[config.mk]
export PLATFORM = sky130hd
export DESIGN_NAME = ste_ram
export DESIGN_NICKNAME = d
export VERILOG_FILES = /design/src/rtl/ste_ram.sv
export SDC_FILE = /design/constraint.sdc
export NUM_CORES = 1
export LEC_CHECK = 0
export BUFFER_PORTS_ARGS = -buffer_cell sky130_fd_sc_hd__clkbuf_2
export CAP_MARGIN = 0
export CELL_PAD_IN_SITES_DETAIL_PLACEMENT = 1
export CELL_PAD_IN_SITES_GLOBAL_PLACEMENT = 2
export CORE_MARGIN = 2
export CORE_UTILIZATION = 30
export DETAILED_ROUTE_END_ITERATION = 6
export PLACE_DENSITY = 0.48
export RECOVER_POWER = 100
export SYNTH_ARGS = -nofsm -noshare
export SYNTH_HDL_FRONTEND = slang
export SYNTH_SLANG_ARGS = --single-unit
[constraint.sdc]
create_clock -name clk -period 2.9 [get_ports clk]
set_input_delay 0.145 -clock clk [delete_from_list [all_inputs] [get_ports clk]]
set_output_delay 0.145 -clock clk [all_outputs]
set_load 0.02 [all_outputs]
[src/rtl/ste_ram.sv]
// Symbol table engine: generic simple dual-port RAM, registered read.
// No dependencies.
`timescale 1ns / 1ps

module ste_ram #(
  parameter int WIDTH = 16,
  parameter int DEPTH = 64
) (
  input  logic                                    clk,
  input  logic                                    we,
  input  logic [((DEPTH > 1) ? $clog2(DEPTH) : 1)-1:0] waddr,
  input  logic [WIDTH-1:0]                        wdata,
  input  logic [((DEPTH > 1) ? $clog2(DEPTH) : 1)-1:0] raddr,
  output logic [WIDTH-1:0]                        rdata
);

  logic [WIDTH-1:0] mem [DEPTH];

  always_ff @(posedge clk) begin
    if (we) begin
      mem[waddr] <= wdata;
    end
    rdata <= mem[raddr];
  end

endmodule

==> impl_metrics.yaml <==
sta:
  clock_skew_ns: 0.0388
  whs_ns: 0.162
  finalCritPeriodShare_pct: 89.3
  setup_viol: 0
  fmax_mhz: 386
  timing.setup.tns_ns: 0
  relSlewSlack_pct: -76.8
  tightest_slew_ns: 2.65
  hold_viol: 0
  rsz0062_at_grt: "false"
  period_minus_slack_ns: 2.59
  slew_violations: 740
global_route:
  grt_pass1_vias: 20700
  track_usage_pct: 17.4
  grt_pass1_wl_um: 166000
  grt_start_max_net_pins: 65
  antenna_found_initial: 16
  grt_overflow: 0
routing:
  ant_nets: 0
  dr.pass1.iters: 5
  drtIter0Drc: 1826
  vias_per_cell: 4.97
  wl_um: 118000
  via_count: 19700
  wl_per_cell_um: 29.8
  drc: 0
clock_network:
  cts_sinks: 1040
  cts.repair.resized: 0
  clkTransAtPathRegs_ns: 0.06
  clockBufferDepth: 3
  cts_buffers: 115
  clock_latency_ns: 0.74
  cts-root-buf: "clkbuf_16"
  cts_tree: "yes"
  h-tree-depth: 3
synthesis:
  synth_area_leader_cell: "edfxtp_1"
  synthesis.instances: 1829
  ys.warnings.count: 0
  ys_ff_latch: 1040
  synth_top_area_share_pct: 76.8
  synth_cell_type_count: 43
  yosys-top-cells-area: "edfxtp_1, mux4_2, mux2i_1"
  syn_avg_cell_area_um2: 21.9
  yosys_most_used_dff: "edfxtp_1"
  ys_seq_area_share_pct: 77.6
  synthArstFlopShare_pct: 0
  synth_edf_count: 1024
  synthesis.nets: 1859
  synthesis.area_um2: 40000
worst_setup_path:
  crit_required_ns: 3.50
  start_kind: "input pin"
  crit_fanout: 21
  cp_cell_sequence: "buf_6, clkbuf_1, nor2b_1, clkbuf_1, clkbuf_1, a22oi_1, nand3_1, and4_1"
  critPathSlowestCell: "clkbuf_1"
  arrival_ns: 3.19
  reg2reg_slack_ns: 0.57
  cp_common_cell: "clkbuf_1"
  r2r-start: "mem[7][11]"
  crit_path_end_kind: "register"
  regToRegEndpoint: "rdata[11]"
  crit_type: "in2reg"
  cpPeakStageDelay_ns: 0.81
  rr_worst_depth: 6
floorplan:
  rows: 134
  die_w_um: 369
  start_util_pct: 30.1
  coreArea_um2: 133000
  die_y_um: 369
  ios: 46
  die-area_um2: 136000
hold_path:
  worstHoldPathType: "in2reg"
  min_to: "rdata[1]"
  whs_path_depth: 4
  min_from: "raddr[5]"
pwr:
  total_power_w: 0.0331
  power_density_nw_per_um2: 704
  vdd.ir_drop.worst_mv: 0.462
  leakage_nw: 14.8
cells_and_area:
  area_delta_synth_final_pct: 17.3
  mostFrequentLayoutCells: "edfxtp_1, mux4_2, clkbuf_16"
  drive_gt1_share_pct: 27.9
  nNetsFinal: 2128
  final_common_cell: "edfxtp_1"
placed_design:
  dp.final_hpwl_um: 73700
  port_buffers: 45
  gp_congestion: 0.753
outcome:
  status: "finished with violations"
  failed_checks: "max-capacitance violations, max-slew violations"
run:
  maxCapViolations: 16
[metrics by stage]
stage / utilization (%) / cell area, um^2 / std cells / setup slack, ns
after floorplan: - / 40000 / 1829 / 0.720
after global placement: 32.7 / 43500 / 3744 / -0.150
after detailed placement: 32.7 / 43500 / 3744 / -0.118
after CTS: 35.6 / 47300 / 3964 / 0.598
after global routing: 35.3 / 47000 / 3965 / 0.319
final: 35.3 / 47000 / 3968 / 0.310
[synthesized netlist by cell type, types with 3 or more instances]
master / number
a221oi_1: 16
o21ai_0: 5
nor2b_1: 30
nand4_1: 12
nor4_2: 3
a22o_1: 6
a22oi_1: 39
a311oi_1: 8
a211o_1: 8
buf_1: 3
mux2_2: 27
a221o_1: 6
a211oi_1: 8
nand3_1: 24
a41oi_1: 5
buf_6: 17
buf_4: 13
o21ai_1: 3
mux2i_1: 85
mux4_2: 220
a31oi_1: 8
nand2b_1: 3
mux4_1: 4
edfxtp_1: 1024
and4_1: 5
nand2_1: 59
buf_8: 3
dfxtp_1: 16
nor2_1: 72
buf_12: 5
clkbuf_1: 24
buf_2: 36
a21oi_1: 17
[power by group]
| group | leakage, nW | switching (W) | internal, W |
|---|---|---|---|
| sequential | 9.35 | 0.0000688 | 0.0167 |
| combinational | 3.63 | 0.00114 | 0.000613 |
| clock | 1.83 | 0.00605 | 0.00853 |
| total | 14.8 | 0.00726 | 0.0258 |
[worst max path at each step]
stage / from / end / slack (ns)
after floorplan: waddr[3] / mem[48][0] / 0.72
after global placement: raddr[0] / rdata[4] / -0.15
after detailed placement: raddr[0] / rdata[4] / -0.12
after CTS: mem[61][4] / rdata[4] / 0.60
after global routing: waddr[2] / mem[37][13] / 0.32
final: raddr[1] / rdata[14] / 0.31
[per-layer routing]
metal	GRT usage, %	vias up	routed length (um)
met4	4.56	6	2480
met3	3.09	144	5880
met1	24.3	10800	53700
li1	-	8257	-
met2	28.0	487	56300
met5	0	-	34
[flip-flops by register name, indices dropped and copies added, names as in the netlist]
signal,cells
mem,1024
rdata,16
[cell type report]
class / instances / area [um^2]
fill: 13000 / 86000
sequential: 1040 / 31100
multi-input combinational: 685 / 8250
clock buffer: 142 / 3060
tap: 1768 / 2210
timing repair buffer: 256 / 1670
clock inverter: 73 / 691
antenna: 4 / 10.0
[cell families after synthesis]
logic type,Yosys count,share of synthesized area [%]
simple gates,220,2.65
flops,1040,77.6
mux,336,15.5
compound gates,129,2.41
buf+inv,104,1.83
[critical path: cells and delay by family]
kind            cells  cell delay, ns
compound gates      1            0.39
buf+inv             4            1.70
simple gates        3            0.90
[what timing repair did]
action,in CTS,in global routing
hold endpoints to repair,159,0
hold buffers,5,0
buffers inserted,0,0
Power figures use the tool's default switching activity.
