`src/rtl/ste_pkg.sv`:
```
// Symbol table engine: shared types, codes and field widths.
// No dependencies; used by the interfaces and by every module but ste_ram.
`timescale 1ns / 1ps

package ste_pkg;

  localparam int OPCODE_W      = 2;
  localparam int NAME_WORD_W   = 64;
  localparam int NAME_WORDS    = 4;
  localparam int IN_CHARS      = 32;
  localparam int VALUE_W       = 16;
  localparam int TYPE_W        = 2;
  localparam int STATUS_W      = 3;
  localparam int ENTRY_INDEX_W = 6;

  localparam logic [VALUE_W-1:0] CODE_BASE_RST = 16'd100;

  typedef enum logic [OPCODE_W-1:0] {
    OP_DEFINE = 2'd0,
    OP_ADD    = 2'd1,
    OP_FIND   = 2'd2,
    OP_RELOC  = 2'd3
  } op_t;

  typedef enum logic [STATUS_W-1:0] {
    ST_OK        = 3'd0,
    ST_BAD_LABEL = 3'd1,
    ST_DUP       = 3'd2,
    ST_FULL      = 3'd3,
    ST_NOT_FOUND = 3'd4
  } status_t;

  localparam logic [TYPE_W-1:0] TYPE_CODE   = 2'd0;
  localparam logic [TYPE_W-1:0] TYPE_DATA   = 2'd1;
  localparam logic [TYPE_W-1:0] TYPE_EXTERN = 2'd2;

  localparam logic [7:0] CHAR_NUL     = 8'h00;
  localparam logic [7:0] CHAR_COLON   = 8'h3A;
  localparam logic [7:0] CHAR_UNDER   = 8'h5F;
  localparam logic [7:0] CHAR_0       = 8'h30;
  localparam logic [7:0] CHAR_9       = 8'h39;
  localparam logic [7:0] CHAR_UP_A    = 8'h41;
  localparam logic [7:0] CHAR_UP_Z    = 8'h5A;
  localparam logic [7:0] CHAR_LOW_A   = 8'h61;
  localparam logic [7:0] CHAR_LOW_Z   = 8'h7A;

  // Name check summary from the name front end.
  typedef struct packed {
    logic too_long;    // no terminator within the name size
    logic bad_label;   // fails label syntax (includes empty and too long)
  } name_chk_t;

endpackage

```
`src/rtl/ste_name_prep.sv`:
```
// Symbol table engine: name front end (cut at terminator, label check).
// Depends on ste_pkg.
`timescale 1ns / 1ps

module ste_name_prep #(
  parameter int NAME_BYTES = 32
) (
  input  logic [ste_pkg::IN_CHARS*8-1:0]  name_in,
  input  logic                            stop_colon,
  output logic [8*(NAME_BYTES-1)-1:0]     name_out,
  output ste_pkg::name_chk_t              chk
);
  import ste_pkg::*;

  logic [IN_CHARS-1:0] keep;
  logic [IN_CHARS-1:0] char_bad;

  // keep[i]: byte i lies before the first terminator
  always_comb begin
    logic       run;
    logic [7:0] c;
    run = 1'b1;
    for (int i = 0; i < IN_CHARS; i++) begin
      c = name_in[8*i +: 8];
      if (c == CHAR_NUL || (stop_colon && c == CHAR_COLON)) begin
        run = 1'b0;
      end
      keep[i] = run;
    end
  end

  always_comb begin
    logic [7:0] c;
    logic       alpha;
    logic       word;
    for (int i = 0; i < IN_CHARS; i++) begin
      c     = name_in[8*i +: 8];
      alpha = c inside {[CHAR_UP_A:CHAR_UP_Z], [CHAR_LOW_A:CHAR_LOW_Z]};
      word  = alpha || (c inside {[CHAR_0:CHAR_9]}) || (c == CHAR_UNDER);
      char_bad[i] = keep[i] && ((i == 0) ? !alpha : !word);
    end
  end

  always_comb begin
    for (int i = 0; i < NAME_BYTES - 1; i++) begin
      name_out[8*i +: 8] = keep[i] ? name_in[8*i +: 8] : CHAR_NUL;
    end
  end

  assign chk.too_long  = keep[NAME_BYTES-1];
  assign chk.bad_label = !keep[0] || keep[NAME_BYTES-1] || (|char_bad);

endmodule

```
`config.mk`:
```
export PLATFORM = sky130hd
export DESIGN_NAME = ste_name_prep
export DESIGN_NICKNAME = d
export VERILOG_FILES = /design/src/rtl/ste_pkg.sv /design/src/rtl/ste_name_prep.sv
export SDC_FILE = /design/constraint.sdc
export NUM_CORES = 1
export LEC_CHECK = 0
export ABC_CLOCK_PERIOD_IN_PS = 6000
export BUFFER_PORTS_ARGS = -buffer_cell sky130_fd_sc_hd__clkbuf_2
export CORE_AREA = 5 5 193 195
export DETAILED_ROUTE_END_ITERATION = 10
export DIE_AREA = 0 0 198 200
export GPL_TIMING_DRIVEN = 0
export PLACE_DENSITY = 0.43
export SLEW_MARGIN = 10
export SYNTH_ARGS = -nofsm -noshare
export SYNTH_HDL_FRONTEND = slang
export SYNTH_SLANG_ARGS = --single-unit
```
`constraint.sdc`:
```
create_clock -name vclk -period 6
set_input_delay 1.8 -clock vclk [all_inputs]
set_output_delay 1.8 -clock vclk [all_outputs]
set_load 0.02 [all_outputs]
```
==> metrics <==
non-filler instance count after layout 1778; first-pass GRT wire length 50700 µm; failing checks setup timing; post-synth net total 1025; Comb pwr share 1.000; number of max-cap violations 0; DRC errors left 0; placed cells 1737; Required @ worst endpoint 4.20 ns; slowest stage delay, CP 0.62 ns; Reg power frac 0; gr usage total 0.162; Cell Area, Synth 4700 µm²; IO Count 507; IO Port Bufs 507; DIE HEIGHT 200 µm; crit-path cells clkbuf_16 > buf_12 > buf_8 > nand3_4 > o22ai_4 > a22o_1 > or4b_4 > buf_6 > nor4_4 > nor3b_4 > o21a_4 > and2_4 > buf_8; area taken by flip-flops and latches 0 µm²; core area 35200 µm²; minimum clock period 6.26 ns; drt total wl 35900 µm; period utilization 1.04; Clk pwr share 0; number of distinct library cells after synthesis 62; Finished Cell Area 10200 µm²; crit start category primary input; register area share after synthesis 0; largest net degree at the start of global routing 11; Seq cells 0; Initial Util 0.133; critical-path maximum fanout 6; worst setup path class primary input to primary output; slowest stage cell, crit path or4b_4; Core Rows 69; Util after Layout 0.291; post-placement cell area 7820 µm²; Final nets 1575; initial antenna violation count 2; Gate Count Post-Synth 768; hold bufs inserted after CTS 0; Max VDD drop 0.0840 mV; RSZ-0062 raised after global routing true; Wirelength per Cell 20.2 µm; Final setup viols 112; Slew Limit Fails 0; leading cell type in the layout, fill and taps excluded clkbuf_2; Lkg Pwr 4.75 nW; internal power 0.528 mW; vias in the first global route 8346; share of post-route cells with drive strength above 1 0.560; slew of the pin with the lowest slew margin 0.670 ns; HP Class primary input to primary output; Synth Warn # 0; Sw Pwr 0.552 mW; clock buffer count 0; Setup WS pre-CTS -1.47 ns; synthesis-to-layout area growth 118%; RePlAce Congestion 0.917; Net Sw Frac 0.511; 1st-iter DRT viols 311; setup_tns -13.00 ns; cell mode on critical path buf_8; Die Area 39600 µm²; overall power 1.08 mW; hpwl dp 30400 µm; fmax 160 MHz; Power Density 106 nW/µm²; CP endpoint kind primary output; gr ovfl total 0; status complete, but fails checks; hold slack 3.94 ns; Via Count 8595; First-pass DRT Iterations 4; most frequent cells in the layout clkbuf_2, and2_1, and2_4, buf_8, a21oi_1; CP Data Arrival Time 4.46 ns; Final Hold Vio Count 0; crit path setup slack, layout -0.259 ns; die width 198 µm; Detail Route Antenna Nets 0; Avg Inst Size Synth 6.11 µm²; Slew headroom 0.550; vias per cell 4.83
[cells in the mapped netlist (4+ instances only)]
cell type  count  area share
o32ai_1        5      0.0093
and4b_1       16       0.034
o41a_1         4      0.0096
or4_1         32       0.051
nor3_1        27       0.029
or3_1         11       0.015
nand2_1       63       0.050
a21oi_1       71       0.076
o21ai_0       30       0.032
o22ai_1       11       0.015
o21a_1         7       0.011
and2_1       196        0.26
nor4_1        47       0.063
nor2b_1        7      0.0093
a31oi_1       23       0.031
or2_2          6      0.0080
nand3_1       20       0.021
inv_1          5      0.0040
and3_1        61       0.081
nand4b_1      10       0.019
a311oi_1       6       0.011
nor2_1        24       0.019
clkbuf_1      19       0.015
[layer usage]
layer | up-vias | GRT usage | part of all wire
li1 | 4074 | - | -
met1 | 4043 | 0.176 | 0.36
met2 | 431 | 0.316 | 0.52
met3 | 45 | 0.0346 | 0.086
met4 | 2 | 0.0464 | 0.037
met5 | - | 0 | 0.00036
[power groups by stage]
| stage | logic (mW) | registers [mW] | clock network (mW) |
|---|---|---|---|
| 2_1_floorplan | 0.394 | 0 | 0 |
| 3_3_place_gp | 0.768 | 0 | 0 |
| 3_5_place_dp | 0.771 | 0 | 0 |
| 4_1_cts | 0.959 | 0 | 0 |
| 5_1_grt | 1.15 | 0 | 0 |
| 6_report | 1.08 | 0 | 0.0000000223 |
[repair_timing]
action | in CTS | in global routing
gates resized for setup | 351 | 310
cloned | 4 | 3
endpoints found under the setup margin | 192 | 169
buffers inserted | 28 | 11
pin swaps | 54 | 47
[path summary, 6_finish.rpt]
kind / startpoint / endpoint / slack (ns) / cells after the start
worst max-delay path: stop_colon / name_out[155] / -0.26 / 13
worst min-delay path: name_in[151] / name_out[151] / 3.94 / 3
[layout make-up]
| cell class | instances | area (µm²) |
|---|---|---|
| timing repair buffer | 551 | 4160 |
| inverter | 5 | 18.8 |
| fill | 3825 | 25000 |
| multi-input combinational | 737 | 5250 |
| tap | 461 | 577 |
| antenna | 1 | 2.50 |
| buffer | 23 | 234 |
[worst max-delay path, delay by kind of cell]
family / cells / cell delay [ns]
simple gates: 5 / 1.45
compound gates: 3 / 0.52
buf+inv: 5 / 0.67
[logic make-up (layout without fill, tap and decap cells)]
| group | count (synthesis) | after routing | synth area share |
|---|---|---|---|
| AO/OA/AOI/OAI | 192 | 192 | 0.256 |
| buffers and inverters | 31 | 579 | 0.0285 |
| other | 0 | 1 | 0 |
| AND/OR/NAND/NOR | 545 | 545 | 0.715 |
(Power assumes the default switching activity.)
